`src/rtl/core/assert_macros.svh`:
```
// ----------------------------------------------------------------------------
// assert_macros.svh
// Assertion shorthands used by the sequencer top level.
// ----------------------------------------------------------------------------
`ifndef ASSERT_MACROS_SVH
`define ASSERT_MACROS_SVH

`ifndef SYNTHESIS
// Same-cycle implication, disabled while reset is asserted
`define ASSERT_SAME(lbl, clk, rst_n, ante, cons) \
    lbl: assert property (@(posedge clk) disable iff (!rst_n) (ante) |-> (cons)) \
        else $error("assertion failed");
// Next-cycle implication, disabled while reset is asserted
`define ASSERT_NEXT(lbl, clk, rst_n, ante, cons) \
    lbl: assert property (@(posedge clk) disable iff (!rst_n) (ante) |=> (cons)) \
        else $error("assertion failed");
`else
`define ASSERT_SAME(lbl, clk, rst_n, ante, cons)
`define ASSERT_NEXT(lbl, clk, rst_n, ante, cons)
`endif

`endif

```
`src/rtl/core/sss_pkg.sv`:
```
// ----------------------------------------------------------------------------
// sss_pkg
// Types and codes shared by the step sequencer modules.
// ----------------------------------------------------------------------------
package sss_pkg;

    // Request codes
    localparam logic [2:0] REQ_WRITE  = 3'd0;
    localparam logic [2:0] REQ_START  = 3'd1;
    localparam logic [2:0] REQ_TICK   = 3'd2;
    localparam logic [2:0] REQ_SAMPLE = 3'd3;
    localparam logic [2:0] REQ_QUIT   = 3'd4;

    // Table word selects
    localparam logic [2:0] SEL_JUMP   = 3'd0;
    localparam logic [2:0] SEL_MASK   = 3'd1;
    localparam logic [2:0] SEL_TARGET = 3'd2;
    localparam logic [2:0] SEL_DUR    = 3'd3;
    localparam logic [2:0] SEL_DRIVE  = 3'd4;
    localparam logic [2:0] SEL_DIV    = 3'd5;

    // Result kinds
    localparam logic [1:0] KIND_RECORD  = 2'd0;
    localparam logic [1:0] KIND_APPLIED = 2'd1;
    localparam logic [1:0] KIND_FINISH  = 2'd2;

    // Trigger logic codes
    localparam logic [1:0] LOGIC_NONE = 2'd0;
    localparam logic [1:0] LOGIC_OR   = 2'd1;

    // Special jump codes
    localparam logic signed [15:0] JMP_MINUS_ONE = -16'sd1;
    localparam logic signed [15:0] JMP_MINUS_TWO = -16'sd2;

    // Configuration register indexes
    localparam logic [1:0] CFG_STEP_TOTAL   = 2'd0;
    localparam logic [1:0] CFG_REPEAT_TOTAL = 2'd1;

    typedef struct packed {
        logic [2:0]  req_type;
        logic [3:0]  entry_addr;
        logic [2:0]  word_sel;
        logic [31:0] write_data;
        logic [31:0] di_sample;
    } t_req;

    typedef struct packed {
        logic [1:0]  item_kind;
        logic [4:0]  step_number;
        logic        was_triggered;
        logic [15:0] elapsed_ms;
        logic [31:0] di_snapshot;
        logic [31:0] drive_word;
        logic        drive_valid;
        logic [31:0] freq_div;
        logic        last;
    } t_res;

    typedef enum logic [1:0] {
        S_IDLE,
        S_EVAL,
        S_ENTER,
        S_APPLY
    } t_state;

    // Controller to datapath
    typedef struct packed {
        logic take;
        logic eval;
        logic enter;
        logic apply;
    } t_cmd;

    // Datapath to controller
    typedef struct packed {
        logic running;
        logic step_end;
        logic enter_ok;
    } t_stat;

endpackage

```
`src/rtl/core/sss_ram.sv`:
```
// ----------------------------------------------------------------------------
// sss_ram
// Single write port, single registered read port RAM.
// ----------------------------------------------------------------------------
module sss_ram #(
    parameter int WIDTH = 32,
    parameter int DEPTH = 16
) (
    input  logic                     i_clk,
    input  logic                     i_we,
    input  logic [$clog2(DEPTH)-1:0] i_waddr,
    input  logic [WIDTH-1:0]         i_wdata,
    input  logic [$clog2(DEPTH)-1:0] i_raddr,
    output logic [WIDTH-1:0]         o_rdata
);

    logic [WIDTH-1:0] r_mem [DEPTH];

    // Write and registered read
    always_ff @(posedge i_clk) begin
        if (i_we) begin
            r_mem[i_waddr] <= i_wdata;
        end
        o_rdata <= r_mem[i_raddr];
    end

endmodule

```
`src/rtl/core/sss_ctrl.sv`:
```
// ----------------------------------------------------------------------------
// sss_ctrl
// Sequencer controller: accepts request words and steps the datapath
// through evaluate, enter and apply phases.
// ----------------------------------------------------------------------------
module sss_ctrl (
    input  logic          i_clk,
    input  logic          i_rst_n,
    input  logic          i_start,
    input  logic [2:0]    i_req_type,
    input  sss_pkg::t_stat i_stat,
    output sss_pkg::t_cmd  o_cmd,
    output logic          o_busy
);
    import sss_pkg::*;

    t_state r_state;
    t_state n_state;

    // State register
    always_ff @(posedge i_clk) begin
        if (!i_rst_n) begin
            r_state <= S_IDLE;
        end else begin
            r_state <= n_state;
        end
    end

    // Next state and commands
    always_comb begin
        n_state     = r_state;
        o_cmd       = '0;
        o_busy      = 1'b1;
        unique case (r_state)
            S_IDLE: begin
                o_busy = 1'b0;
                if (i_start) begin
                    o_cmd.take = 1'b1;
                    if (i_req_type == REQ_START) begin
                        n_state = S_ENTER;
                    end else if ((i_req_type == REQ_TICK || i_req_type == REQ_SAMPLE)
                                 && i_stat.running) begin
                        n_state = S_EVAL;
                    end
                end
            end
            S_EVAL: begin
                o_cmd.eval = 1'b1;
                n_state = i_stat.step_end ? S_ENTER : S_IDLE;
            end
            S_ENTER: begin
                o_cmd.enter = 1'b1;
                n_state = i_stat.enter_ok ? S_APPLY : S_IDLE;
            end
            S_APPLY: begin
                o_cmd.apply = 1'b1;
                n_state = S_IDLE;
            end
            default: n_state = S_IDLE;
        endcase
    end

endmodule

```
`src/rtl/core/sss_dpath.sv`:
```
// ----------------------------------------------------------------------------
// sss_dpath
// Sequencer datapath: step table, step and repeat state, timing, trigger
// match, jump decode and the result register.
// ----------------------------------------------------------------------------
module sss_dpath #(
    parameter int STEP_DEPTH = 16,
    parameter int DI_COUNT   = 32
) (
    input  logic          i_clk,
    input  logic          i_rst_n,
    input  sss_pkg::t_req  i_req,
    input  sss_pkg::t_cmd  i_cmd,
    input  logic          i_cfg_we,
    input  logic [1:0]    i_cfg_index,
    input  logic [7:0]    i_cfg_data,
    output sss_pkg::t_stat o_stat,
    output logic          o_done,
    output sss_pkg::t_res  o_res
);
    import sss_pkg::*;

    localparam int IW = $clog2(STEP_DEPTH);

    logic [4:0]          r_step_total;
    logic [7:0]          r_repeat_total;
    logic [IW-1:0]       r_cur;
    logic [7:0]          r_repeats;
    logic                r_running;
    logic [15:0]         r_elapsed;
    logic [31:0]         r_last_sample;
    logic                r_is_tick;
    logic [15:0]         r_next;
    logic                r_done;
    t_res                r_res;
    t_res                n_res;

    logic [IW-1:0]       w_raddr;
    logic [15:0]         w_addr16;
    logic                w_wr_ok;
    logic [17:0]         w_rd_jump;
    logic [DI_COUNT-1:0] w_rd_mask;
    logic [DI_COUNT-1:0] w_rd_targ;
    logic [15:0]         w_rd_dur;
    logic [31:0]         w_rd_drive;
    logic [31:0]         w_rd_div;
    logic [15:0]         w_total;
    logic [DI_COUNT-1:0] w_hits;
    logic                w_trig;
    logic                w_timeout;
    logic                w_end;
    logic signed [15:0]  w_jump;
    logic [15:0]         w_next;
    logic                w_in_range;
    logic                w_can_wrap;
    logic                w_enter_ok;
    logic [15:0]         w_cur16;

    assign w_addr16 = 16'(i_req.entry_addr);
    assign w_cur16  = 16'(r_cur);
    assign w_wr_ok  = i_cmd.take && (i_req.req_type == REQ_WRITE) && !r_running
                      && (w_addr16 < 16'(STEP_DEPTH));
    assign w_total  = (16'(r_step_total) > 16'(STEP_DEPTH)) ? 16'(STEP_DEPTH)
                                                            : 16'(r_step_total);
    assign w_in_range = r_next < w_total;
    assign w_can_wrap = (r_repeat_total != 8'd0) && (r_repeats != 8'd0)
                        && (w_total != 16'd0);
    assign w_enter_ok = w_in_range || w_can_wrap;

    // Read the current step, or the step being entered
    assign w_raddr = i_cmd.enter ? (w_in_range ? r_next[IW-1:0] : '0) : r_cur;

    // Step table, one RAM per word
    sss_ram #(.WIDTH(18), .DEPTH(STEP_DEPTH)) u_ram_jump (
        .i_clk(i_clk), .i_we(w_wr_ok && i_req.word_sel == SEL_JUMP),
        .i_waddr(w_addr16[IW-1:0]), .i_wdata(i_req.write_data[17:0]),
        .i_raddr(w_raddr), .o_rdata(w_rd_jump)
    );
    sss_ram #(.WIDTH(DI_COUNT), .DEPTH(STEP_DEPTH)) u_ram_mask (
        .i_clk(i_clk), .i_we(w_wr_ok && i_req.word_sel == SEL_MASK),
        .i_waddr(w_addr16[IW-1:0]), .i_wdata(i_req.write_data[DI_COUNT-1:0]),
        .i_raddr(w_raddr), .o_rdata(w_rd_mask)
    );
    sss_ram #(.WIDTH(DI_COUNT), .DEPTH(STEP_DEPTH)) u_ram_targ (
        .i_clk(i_clk), .i_we(w_wr_ok && i_req.word_sel == SEL_TARGET),
        .i_waddr(w_addr16[IW-1:0]), .i_wdata(i_req.write_data[DI_COUNT-1:0]),
        .i_raddr(w_raddr), .o_rdata(w_rd_targ)
    );
    sss_ram #(.WIDTH(16), .DEPTH(STEP_DEPTH)) u_ram_dur (
        .i_clk(i_clk), .i_we(w_wr_ok && i_req.word_sel == SEL_DUR),
        .i_waddr(w_addr16[IW-1:0]), .i_wdata(i_req.write_data[15:0]),
        .i_raddr(w_raddr), .o_rdata(w_rd_dur)
    );
    sss_ram #(.WIDTH(32), .DEPTH(STEP_DEPTH)) u_ram_drive (
        .i_clk(i_clk), .i_we(w_wr_ok && i_req.word_sel == SEL_DRIVE),
        .i_waddr(w_addr16[IW-1:0]), .i_wdata(i_req.write_data),
        .i_raddr(w_raddr), .o_rdata(w_rd_drive)
    );
    sss_ram #(.WIDTH(32), .DEPTH(STEP_DEPTH)) u_ram_div (
        .i_clk(i_clk), .i_we(w_wr_ok && i_req.word_sel == SEL_DIV),
        .i_waddr(w_addr16[IW-1:0]), .i_wdata(i_req.write_data),
        .i_raddr(w_raddr), .o_rdata(w_rd_div)
    );

    // Trigger match and timeout of the current step
    assign w_hits = (r_last_sample[DI_COUNT-1:0] ^ w_rd_targ) & w_rd_mask;
    always_comb begin
        case (w_rd_jump[17:16])
            LOGIC_NONE: w_trig = 1'b0;
            LOGIC_OR:   w_trig = |w_hits;
            default:    w_trig = (|w_rd_mask) && (w_hits == w_rd_mask);
        endcase
    end
    assign w_timeout = r_is_tick && (w_rd_dur != 16'd0) && (r_elapsed >= w_rd_dur);
    assign w_end     = w_timeout || (!r_is_tick && w_trig);

    // Jump decode, different for timeout and trigger
    assign w_jump = signed'(w_rd_jump[15:0]);
    always_comb begin
        if (w_jump > 16'sd0) begin
            w_next = 16'(w_jump) - 16'd1;
        end else if ((!r_is_tick && w_jump == JMP_MINUS_ONE)
                     || (r_is_tick && w_jump == JMP_MINUS_TWO)) begin
            w_next = w_total;
        end else begin
            w_next = w_cur16 + 16'd1;
        end
    end

    assign o_stat.running  = r_running;
    assign o_stat.step_end = w_end;
    assign o_stat.enter_ok = w_enter_ok;

    // Configuration registers
    always_ff @(posedge i_clk) begin
        if (!i_rst_n) begin
            r_step_total   <= '0;
            r_repeat_total <= '0;
        end else if (i_cfg_we) begin
            case (i_cfg_index)
                CFG_STEP_TOTAL:   r_step_total   <= i_cfg_data[4:0];
                CFG_REPEAT_TOTAL: r_repeat_total <= i_cfg_data;
                default: ;
            endcase
        end
    end

    // Sequencer state
    always_ff @(posedge i_clk) begin
        if (!i_rst_n) begin
            r_cur         <= '0;
            r_repeats     <= '0;
            r_running     <= 1'b0;
            r_elapsed     <= '0;
            r_last_sample <= '1;
            r_is_tick     <= 1'b0;
            r_next        <= '0;
        end else begin
            if (i_cmd.take) begin
                r_is_tick <= (i_req.req_type == REQ_TICK);
                case (i_req.req_type)
                    REQ_START: begin
                        r_cur     <= '0;
                        r_repeats <= r_repeat_total;
                        r_running <= 1'b1;
                        r_next    <= '0;
                    end
                    REQ_TICK: begin
                        if (r_running && r_elapsed != 16'hFFFF) begin
                            r_elapsed <= r_elapsed + 16'd1;
                        end
                    end
                    REQ_SAMPLE: r_last_sample <= i_req.di_sample;
                    REQ_QUIT:   r_running <= 1'b0;
                    default: ;
                endcase
            end
            if (i_cmd.eval) begin
                r_next <= w_next;
            end
            if (i_cmd.enter) begin
                if (w_in_range) begin
                    r_cur     <= r_next[IW-1:0];
                    r_elapsed <= '0;
                end else if (w_can_wrap) begin
                    r_repeats <= r_repeats - 8'd1;
                    r_cur     <= '0;
                    r_elapsed <= '0;
                end else begin
                    // Repeats spent, or nothing to repeat over
                    if (r_repeat_total != 8'd0) begin
                        r_repeats <= '0;
                    end
                    r_running <= 1'b0;
                end
            end
        end
    end

    // Result strobe: record, finish or applied word
    always_ff @(posedge i_clk) begin
        if (!i_rst_n) begin
            r_done <= 1'b0;
        end else begin
            r_done <= (i_cmd.eval && w_end) || (i_cmd.enter && !w_enter_ok) || i_cmd.apply;
        end
    end

    // Build the next result word
    always_comb begin
        n_res = r_res;
        if (i_cmd.eval && w_end) begin
            n_res               = '0;
            n_res.item_kind     = KIND_RECORD;
            n_res.step_number   = 5'(w_cur16 + 16'd1);
            n_res.was_triggered = !r_is_tick;
            n_res.elapsed_ms    = r_is_tick ? w_rd_dur : r_elapsed;
            n_res.di_snapshot   = r_last_sample;
        end else if (i_cmd.enter && !w_enter_ok) begin
            n_res             = '0;
            n_res.item_kind   = KIND_FINISH;
            n_res.step_number = 5'(w_cur16 + 16'd1);
            n_res.last        = 1'b1;
        end else if (i_cmd.apply) begin
            n_res             = '0;
            n_res.item_kind   = KIND_APPLIED;
            n_res.step_number = 5'(w_cur16 + 16'd1);
            n_res.drive_word  = {w_rd_drive[31:1], 1'b0};
            n_res.drive_valid = w_rd_drive[0];
            n_res.freq_div    = w_rd_div;
            n_res.last        = 1'b1;
        end
    end

    // Result word
    always_ff @(posedge i_clk) begin
        r_res <= n_res;
    end

    assign o_done = r_done;
    assign o_res  = r_res;

endmodule

```
`src/rtl/core/state_sequence_stepper.sv`:
```
// ----------------------------------------------------------------------------
// state_sequence_stepper
// Table-driven step sequencer with ms timing and digital input triggers.
//
//   channel   signals                             flow control
//   request   i_start / o_busy, i_req             taken when start & !busy
//   result    o_done, o_res                       one cycle, no stall
//   config    i_cfg_valid / o_cfg_ready, index    ready always high
//
// A table write, a quit or an event while stopped uses the idle state
// alone; an evaluated event adds evaluate, and one that ends a step adds
// evaluate, enter and apply (no apply when the sequence finishes), as the
// step table read is registered. A start uses enter and apply, no apply
// when it finishes at once. Reset clears all control state; the step table
// is not cleared and must be written before use. Results are never held.
// ----------------------------------------------------------------------------
module state_sequence_stepper #(
    parameter int STEP_DEPTH = 16,
    parameter int DI_COUNT   = 32
) (
    input  logic          i_clk,
    input  logic          i_rst_n,
    input  logic          start,
    output logic          busy,
    input  sss_pkg::t_req  i_req,
    output logic          o_done,
    output sss_pkg::t_res  o_res,
    input  logic          i_cfg_valid,
    output logic          o_cfg_ready,
    input  logic [1:0]    i_cfg_index,
    input  logic [7:0]    i_cfg_data
);
    import sss_pkg::*;

    `include "assert_macros.svh"

    t_cmd  w_cmd;
    t_stat w_stat;

    assign o_cfg_ready = 1'b1;

    sss_ctrl u_ctrl (
        .i_clk      (i_clk),
        .i_rst_n    (i_rst_n),
        .i_start    (start),
        .i_req_type (i_req.req_type),
        .i_stat     (w_stat),
        .o_cmd      (w_cmd),
        .o_busy     (busy)
    );

    sss_dpath #(.STEP_DEPTH(STEP_DEPTH), .DI_COUNT(DI_COUNT)) u_dpath (
        .i_clk       (i_clk),
        .i_rst_n     (i_rst_n),
        .i_req       (i_req),
        .i_cmd       (w_cmd),
        .i_cfg_we    (i_cfg_valid && o_cfg_ready),
        .i_cfg_index (i_cfg_index),
        .i_cfg_data  (i_cfg_data),
        .o_stat      (w_stat),
        .o_done      (o_done),
        .o_res       (o_res)
    );

    // A record is followed by a finish word or by the apply phase
    `ASSERT_NEXT(a_record_then_more, i_clk, i_rst_n,
        o_done && o_res.item_kind == KIND_RECORD, o_done || busy)
    // The last word of a request leaves the block idle
    `ASSERT_SAME(a_last_idle, i_clk, i_rst_n, o_done && o_res.last, !busy)
    // A record never carries the last flag
    `ASSERT_SAME(a_record_not_last, i_clk, i_rst_n,
        o_done && o_res.item_kind == KIND_RECORD, !o_res.last)

endmodule

```
`config.mk`:
```
export PLATFORM = sky130hd
export DESIGN_NAME = state_sequence_stepper
export DESIGN_NICKNAME = d
export VERILOG_FILES = /design/src/rtl/core/sss_pkg.sv /design/src/rtl/core/sss_ram.sv /design/src/rtl/core/sss_ctrl.sv /design/src/rtl/core/sss_dpath.sv /design/src/rtl/core/state_sequence_stepper.sv
export VERILOG_INCLUDE_DIRS = /design/src /design/src/rtl/core
export SDC_FILE = /design/constraint.sdc
export NUM_CORES = 2
export LEC_CHECK = 0
export ABC_AREA = 1
export BUFFER_PORTS_ARGS = -buffer_cell sky130_fd_sc_hd__buf_2
export CORE_ASPECT_RATIO = 0.6
export CORE_UTILIZATION = 55
export CTS_CLUSTER_DIAMETER = 60
export CTS_CLUSTER_SIZE = 40
export DETAILED_ROUTE_END_ITERATION = 8
export GPL_TIMING_DRIVEN = 0
export PLACE_DENSITY_LB_ADDON = 0.3
export REMOVE_ABC_BUFFERS = 1
export SKIP_CTS_REPAIR_TIMING = 1
export SLEW_MARGIN = 5
export SYNTH_ARGS = -nofsm -noshare
export SYNTH_HDL_FRONTEND = slang
export SYNTH_SLANG_ARGS = --single-unit
export TNS_END_PERCENT = 10
```
`constraint.sdc`:
```
create_clock -name i_clk -period 5 [get_ports i_clk]
set_input_delay 1.25 -clock i_clk [delete_from_list [all_inputs] [get_ports i_clk]]
set_output_delay 1.25 -clock i_clk [all_outputs]
set_load 0.02 [all_outputs]
```
; Word level (Yosys, flattened, before mapping)
; Memories as Yosys holds them, arrays and structs flattened. A register that Yosys moved wholly into a read port is not among the register bits.
; Cells that the tools add are included.
[word_totals]
regBits = 215
ramBits = 2592
in_bits = 88
out_inout_bits = 125
elab_cells = 168
memories = 6
[mem_list]
columns = memory, depth, width, rd, rd_clocked_by_memory_dff, wr, line_no
row1 = u_dpath.u_ram_div.r_mem, 16, 32, 1, 1, 1, sss_ram.sv:17  ; logic [WIDTH-1:0] r_mem [DEPTH];
row2 = u_dpath.u_ram_drive.r_mem, 16, 32, 1, 1, 1, sss_ram.sv:17
row3 = u_dpath.u_ram_mask.r_mem, 16, 32, 1, 1, 1, sss_ram.sv:17
row4 = u_dpath.u_ram_targ.r_mem, 16, 32, 1, 1, 1, sss_ram.sv:17
row5 = u_dpath.u_ram_jump.r_mem, 16, 18, 1, 1, 1, sss_ram.sv:17
row6 = u_dpath.u_ram_dur.r_mem, 16, 16, 1, 1, 1, sss_ram.sv:17
[classes]
n_addsub = 4
order_cmp = 5
eq_ne = 20
n_mux = 59
bitwise = 2
reduce_logical = 51
[ops]
columns = operator, n
row1 = 122-bit two-way mux, 2
row2 = 16-bit two-way mux, 12
row3 = 120-bit two-way mux, 1
row4 = 32-bit OR reduction, 2
row5 = 8-bit two-way mux, 6
row6 = 32-bit bitwise AND, 1
row7 = 32-bit equality test, 1
row8 = 16-bit nonzero test, 2
row9 = 32-bit bitwise XOR, 1
row10 = 4-bit two-way mux, 7
row11 = 1-bit two-way mux, 22
row12 = 1-bit logical AND, 21
row13 = 16-bit by 1-bit adder with 16-bit output (second input constant), 1
row14 = 16-bit by 1-bit equality test with 1-bit output (second input constant), 1
row15 = 16-bit by 2-bit equality test with 1-bit output (second input constant), 1
row16 = 16-bit >= comparator, 1
row17 = 16-bit by 1-bit > comparator with 1-bit output (second input constant), 1
row18 = 16-bit less-than comparator, 1
row19 = 16-bit inequality test (second input constant), 1
row20 = 8-bit nonzero test, 2
row21 = 16-bit by 1-bit subtractor with 16-bit output (second input constant), 1
row22 = 3-bit by 2-bit equality test with 1-bit output (second input constant), 4
row23 = 2-bit two-way mux, 5
row24 = 2-bit AND reduction, 5
row25 = other kinds (20), 39

; Logic depth before layout (Yosys ltp)
[logic_depth]
depth_word = 10
mapped_depth = 23
depth_no_buf = 21

; Cells and area by module
; Synthesis repeated with hierarchy kept, for this count alone.
[hier_totals]
cells_unflattened = 12174
area_unflattened_um2 = 126234.8
[by_module_without_submodules]
columns = module, n_inst, cells_each, area_each_um2, seq_area_each_um2
row1 = sss_ram (u_dpath.u_ram_div ...), 3, 2120, 22730.6, 16015.4
row2 = sss_ram (u_dpath.u_ram_drive), 1, 2122, 22734.3, 16015.4
row3 = sss_ram (u_dpath.u_ram_jump), 1, 1203, 12762.2, 9008.6
row4 = sss_ram (u_dpath.u_ram_dur), 1, 1074, 11380.9, 8007.7
row5 = sss_dpath, 1, 1381, 10986.8, 4804.6
row6 = sss_ctrl, 1, 32, 167.7, 40.0
row7 = state_sequence_stepper, 1, 2, 11.3, 0.0

; Worst setup path before layout
; Ideal clock, no wire load.
[synth_timing]
path_kind = input port to flip-flop
from = input port start
to = memory u_dpath.u_ram_mask.r_mem[10][0], enable pin
setup_time_ns = 0.421
t_arrival_ns = 3.728
t_required_ns = 4.579
setup_slack_ns = 0.851
stages = 9
n_path_buf = 1
cell_sequence = inv_1 nor2_1 inv_2 nor2_4 inv_2 nor4_2 nand3_1 clkbuf_1 nor2_1
[synth_via]
elab_chain_cells = 8
[synth_rtl]
columns = element, line_no
row1 = "start, declared", state_sequence_stepper.sv:23  ; input logic start,
row2 = 1-bit two-way mux, sss_ctrl.sv:37  ; if (i_start) begin
row3 = 1-bit two-way mux, sss_ctrl.sv:34  ; unique case (r_state)
row4 = 1-bit logical AND (2 in a row), sss_dpath.sv:61  ; assign w_wr_ok = i_cmd.take && (i_req.req_type == REQ_WRITE) && !r_running
row5 = 1-bit logical AND, sss_dpath.sv:62  ; && (w_addr16 < 16'(STEP_DEPTH));
row6 = 1-bit logical AND, sss_dpath.sv:80  ; .i_clk(i_clk), .i_we(w_wr_ok && i_req.word_sel == SEL_MASK),
row7 = 1-bit two-way mux, sss_ram.sv:21  ; if (i_we) begin
row8 = 1-bit two-way mux (not written as such), sss_ram.sv:22  ; r_mem[i_waddr] <= i_wdata;
row9 = "end, declared", sss_ram.sv:17
; Every way passes these cells.

; Worst setup path after layout
[layout_timing]
from = register u_dpath.r_step_total[1]
to = register u_dpath.u_ram_dur.o_rdata[14], read port of u_dpath.u_ram_dur.r_mem
[layout_via]
elab_chain_cells = 5
[layout_rtl]
columns = element, line_no
row1 = "start, declared", sss_dpath.sv:25  ; logic [4:0] r_step_total;
row2 = "start signal, assigned", sss_dpath.sv:141  ; CFG_STEP_TOTAL: r_step_total <= i_cfg_data[4:0];
row3 = 5-bit > comparator, sss_dpath.sv:63  ; assign w_total = (16'(r_step_total) > 16'(STEP_DEPTH)) ? 16'(STEP_DEPTH)
row4 = 5-bit two-way mux (*), sss_dpath.sv:63
row5 = 16-bit less-than comparator (*), sss_dpath.sv:65  ; assign w_in_range = r_next < w_total;
row6 = 4-bit two-way mux (*) (2 in a row), sss_dpath.sv:71  ; assign w_raddr = i_cmd.enter ? (w_in_range ? r_next[IW-1:0] : '0) : r_cur;
row7 = "end, declared", sss_ram.sv:14  ; output logic [WIDTH-1:0] o_rdata
; Every way passes the cells marked *; elsewhere a longest branch is shown, timed or not.
; A chain may end at the register's enable or synchronous reset.

==> results_dict.tcl <==
set metrics [dict create \
    result_of_the_run "finished, final reports clean" \
    path_class "reg2reg" \
    grtUsageTotal 0.291 \
    cellPowerDensity_nw_per_um2 346 \
    antenna_found_initial 14 \
    maxCapViolCount 0 \
    timing.fmax_ghz 0.203 \
    drtPass1Iterations 6 \
    die-height_um 373 \
    clockBufferDepth 4 \
    yosysWarningCount 0 \
    finalHoldWorstSlack_ns 0.481 \
    dominant_cell_by_count_in_the_synthesized_netlist "sky130_fd_sc_hd__nand3_1" \
    hold_path.class "reg2reg" \
    worstPathArrival_ns 5.68 \
    endpoint_type_of_the_worst_setup_path "flop" \
    totalPowerFinal_mw 48.2 \
    netlist_instances 11800 \
    nets 11800 \
    grt_start_max_net_pins 141 \
    grt-ovfl-total 0 \
    numClockSinks 2969 \
    drt.antenna.violating_nets 0 \
    grt_first_pass_wirelength_mm 510 \
    fin_crit_ns 4.93 \
    io-pin-count 213 \
    wl_per_cell_um 23.7 \
    yosys-top-cells-count "2954 x sky130_fd_sc_hd__nand3_1, 2646 x sky130_fd_sc_hd__edfxtp_1, 2366 x sky130_fd_sc_hd__nand2_1" \
    synthDominantAreaCellType "sky130_fd_sc_hd__edfxtp_1" \
    clock_buffers_created_by_tritoncts 141 \
    peakVddDrop_mv 0.320 \
    via_count 87600 \
    port_buffers 210 \
    via_per_inst 5.90 \
    setup_viol 0 \
    hpwlAfterDp_mm 205 \
    grt_pass1_vias 82900 \
    layout_worst_path_cycle_share 0.986 \
    drtIter0Drc 12900 \
    finalClockSkew_ns 0.0649 \
    tritoncts "done" \
    report.final.hold_viol_count 0 \
    yosysUniqueCellTypes 45 \
    finalWeightedCongestion 0.846 \
    yosys_most_used_dff "sky130_fd_sc_hd__edfxtp_1" \
    die_width_um 620 \
    yosys.area.top_type_share 0.630 \
    tightestPinTransition_ns 1.39 \
    insertion_delay_ns 0.88 \
    final_max_slew_viol_count 0 \
    row_count 135 \
    ys_seq_elements 2969 \
    seq_area_frac_synth 0.682 \
    syn_to_final_growth_pct 10.5 \
    critical_path_required_ns 5.75 \
    cts.htree.levels 4 \
    dieArea_um2 231000 \
    power.static_leakage_nw 56.5 \
    avgSynthCellArea_um2 10.7 \
    clkTransAtPathRegs_ns 0.11 \
    ffs_w_async_s_r_synth 0 \
    path_max_fanout 87 \
    max_slew_margin 0.0751 \
    drc 0 \
    cp-start-kind "flop" \
    synth-edff-count 2646 \
    drive_above_1_share 0.0719 \
    cts_root_buffer "sky130_fd_sc_hd__clkbuf_16" \
    synth_area_um2 126000 \
    initial_cell_density_of_the_core 0.556 \
    route.final.wire_length_mm 351 \
    core_footprint_um2 227000 \
    post_synth_main_area_contributors "sky130_fd_sc_hd__edfxtp_1 63%, sky130_fd_sc_hd__nand3_1 12%, sky130_fd_sc_hd__nand2_1 7.0%" \
]
[layer usage]
| layer | share of wire | wire (um) | track usage | up-vias |
|---|---|---|---|---|
| met4 | 0.038 | 13200 | 0.102 | 6 |
| met1 | 0.39 | 139000 | 0.425 | 42200 |
| met3 | 0.12 | 42100 | 0.0486 | 692 |
| met5 | 0.00012 | 43 | 0 | - |
| li1 | - | - | - | 39400 |
| met2 | 0.45 | 157000 | 0.443 | 5255 |
[sequential cells by signal (all words and copies together), names as in the netlist, 18 cells and up]
name                         count
u_dpath.o_res                  121
u_dpath.r_last_sample           32
u_dpath.u_ram_div.o_rdata       32
u_dpath.u_ram_div.r_mem        512
u_dpath.u_ram_drive.o_rdata     32
u_dpath.u_ram_drive.r_mem      512
u_dpath.u_ram_dur.r_mem        256
u_dpath.u_ram_jump.o_rdata      18
u_dpath.u_ram_jump.r_mem       288
u_dpath.u_ram_mask.o_rdata      32
u_dpath.u_ram_mask.r_mem       512
u_dpath.u_ram_targ.o_rdata      32
u_dpath.u_ram_targ.r_mem       512
[layout make-up]
type / instances / area [um^2]
multi-input combinational: 6389 / 31000
clock inverter: 97 / 1450
inverter: 1751 / 6590
antenna: 5 / 12.5
timing repair buffer: 469 / 6940
sequential: 2969 / 85900
clock buffer: 149 / 3640
fill: 17100 / 87300
tap: 3014 / 3770
[stage by stage]
step / instances / instance area [um^2] / setup TNS [ns] / setup slack, ns / utilization
floorplan: 11100 / 123000 / -6777.74 / -41.83 / -
global placement: 14300 / 128000 / - / -119.52 / 0.563
detailed placement: 14600 / 134000 / -166.22 / -2.00 / 0.590
CTS: 14800 / 139000 / -170.18 / -2.01 / 0.612
global route: 14800 / 139000 / -0.0616 / -0.0323 / 0.615
finish: 14800 / 139000 / 0 / 0.0679 / 0.615
[power breakdown]
group          leakage (nW)  switching (mW)  internal [mW]
Combinational          27.6            3.93           1.71
Clock                  2.46            8.64           6.21
Sequential             26.4           0.344           27.4
[critical path, cell delays in order (launching register included)]
cell                      delay [ns]
sky130_fd_sc_hd__dfxtp_1        0.31
sky130_fd_sc_hd__inv_1          0.11
sky130_fd_sc_hd__nand4_1        0.10
sky130_fd_sc_hd__inv_1          0.08
sky130_fd_sc_hd__nor2_1         0.05
sky130_fd_sc_hd__inv_1          0.07
sky130_fd_sc_hd__nand2_1        0.06
sky130_fd_sc_hd__ha_1           0.28
sky130_fd_sc_hd__a21oi_1        0.16
sky130_fd_sc_hd__nand2_1        0.10
sky130_fd_sc_hd__nand2_2        0.12
sky130_fd_sc_hd__nand3_1        0.09
sky130_fd_sc_hd__nand2_1        0.15
sky130_fd_sc_hd__o21ai_4        0.20
sky130_fd_sc_hd__buf_16         0.24
sky130_fd_sc_hd__buf_16         0.18
sky130_fd_sc_hd__buf_12         0.18
sky130_fd_sc_hd__inv_8          0.44
sky130_fd_sc_hd__buf_16         0.39
sky130_fd_sc_hd__buf_16         0.40
sky130_fd_sc_hd__nand3_1        0.28
sky130_fd_sc_hd__nand3_1        0.27
sky130_fd_sc_hd__nand2_1        0.12
[cells in the final DEF (no fill, tap or decap), types with 9 or more instances in the layout]
master                      instances
sky130_fd_sc_hd__nor2_4            70
sky130_fd_sc_hd__clkinv_2           9
sky130_fd_sc_hd__mux2i_1           65
sky130_fd_sc_hd__o21ai_0           87
sky130_fd_sc_hd__clkinv_8          19
sky130_fd_sc_hd__inv_12            12
sky130_fd_sc_hd__buf_16           101
sky130_fd_sc_hd__nand4_1           19
sky130_fd_sc_hd__nor2_2            30
sky130_fd_sc_hd__o211ai_1          11
sky130_fd_sc_hd__inv_8             12
sky130_fd_sc_hd__clkbuf_16        159
sky130_fd_sc_hd__nor2_1           247
sky130_fd_sc_hd__buf_4             30
sky130_fd_sc_hd__nand2_4           12
sky130_fd_sc_hd__buf_2            184
sky130_fd_sc_hd__a21oi_1           84
sky130_fd_sc_hd__ha_1              28
sky130_fd_sc_hd__xnor2_1           30
sky130_fd_sc_hd__clkinv_16          9
sky130_fd_sc_hd__inv_6             14
sky130_fd_sc_hd__nor3_1            15
sky130_fd_sc_hd__inv_1           1741
sky130_fd_sc_hd__xor2_1            32
sky130_fd_sc_hd__buf_12           113
sky130_fd_sc_hd__nand3_1         2950
sky130_fd_sc_hd__edfxtp_1        2646
sky130_fd_sc_hd__buf_8             25
sky130_fd_sc_hd__nand3b_1         298
sky130_fd_sc_hd__dfxtp_1          323
sky130_fd_sc_hd__nand2_1         2362
[final timing paths]
check / start / cells after the start / slack, ns / end
hold reg to reg: u_dpath.o_res[0]$_SDFFE_PN0P_ / 1 / 0.48 / u_dpath.o_res[0]$_SDFFE_PN0P_
setup / recovery: u_dpath.r_step_total[1]$_SDFFE_PN0P_ / 22 / 0.07 / u_dpath.u_ram_dur.o_rdata[14]$_DFF_P_
setup reg to reg: u_dpath.r_step_total[1]$_SDFFE_PN0P_ / 22 / 0.07 / u_dpath.u_ram_dur.o_rdata[14]$_DFF_P_
hold / removal: u_dpath.o_res[0]$_SDFFE_PN0P_ / 1 / 0.48 / u_dpath.o_res[0]$_SDFFE_PN0P_
[logic make-up (layout without fill, tap and decap cells)]
group | count (synthesis) | count (layout) | share of synthesized area
AND/OR/NAND/NOR | 6017 | 6025 | 0.218
adder cells (fa/ha/maj) | 28 | 28 | 0.00278
flip-flops | 2969 | 2969 | 0.682
XOR/XNOR | 62 | 62 | 0.00431
buffers and inverters | 2482 | 2466 | 0.0788
AO/OA/AOI/OAI | 207 | 207 | 0.00890
multiplexers | 65 | 65 | 0.00516
other | 2 | 7 | 0.0000596
Power figures use the tool's default switching activity.
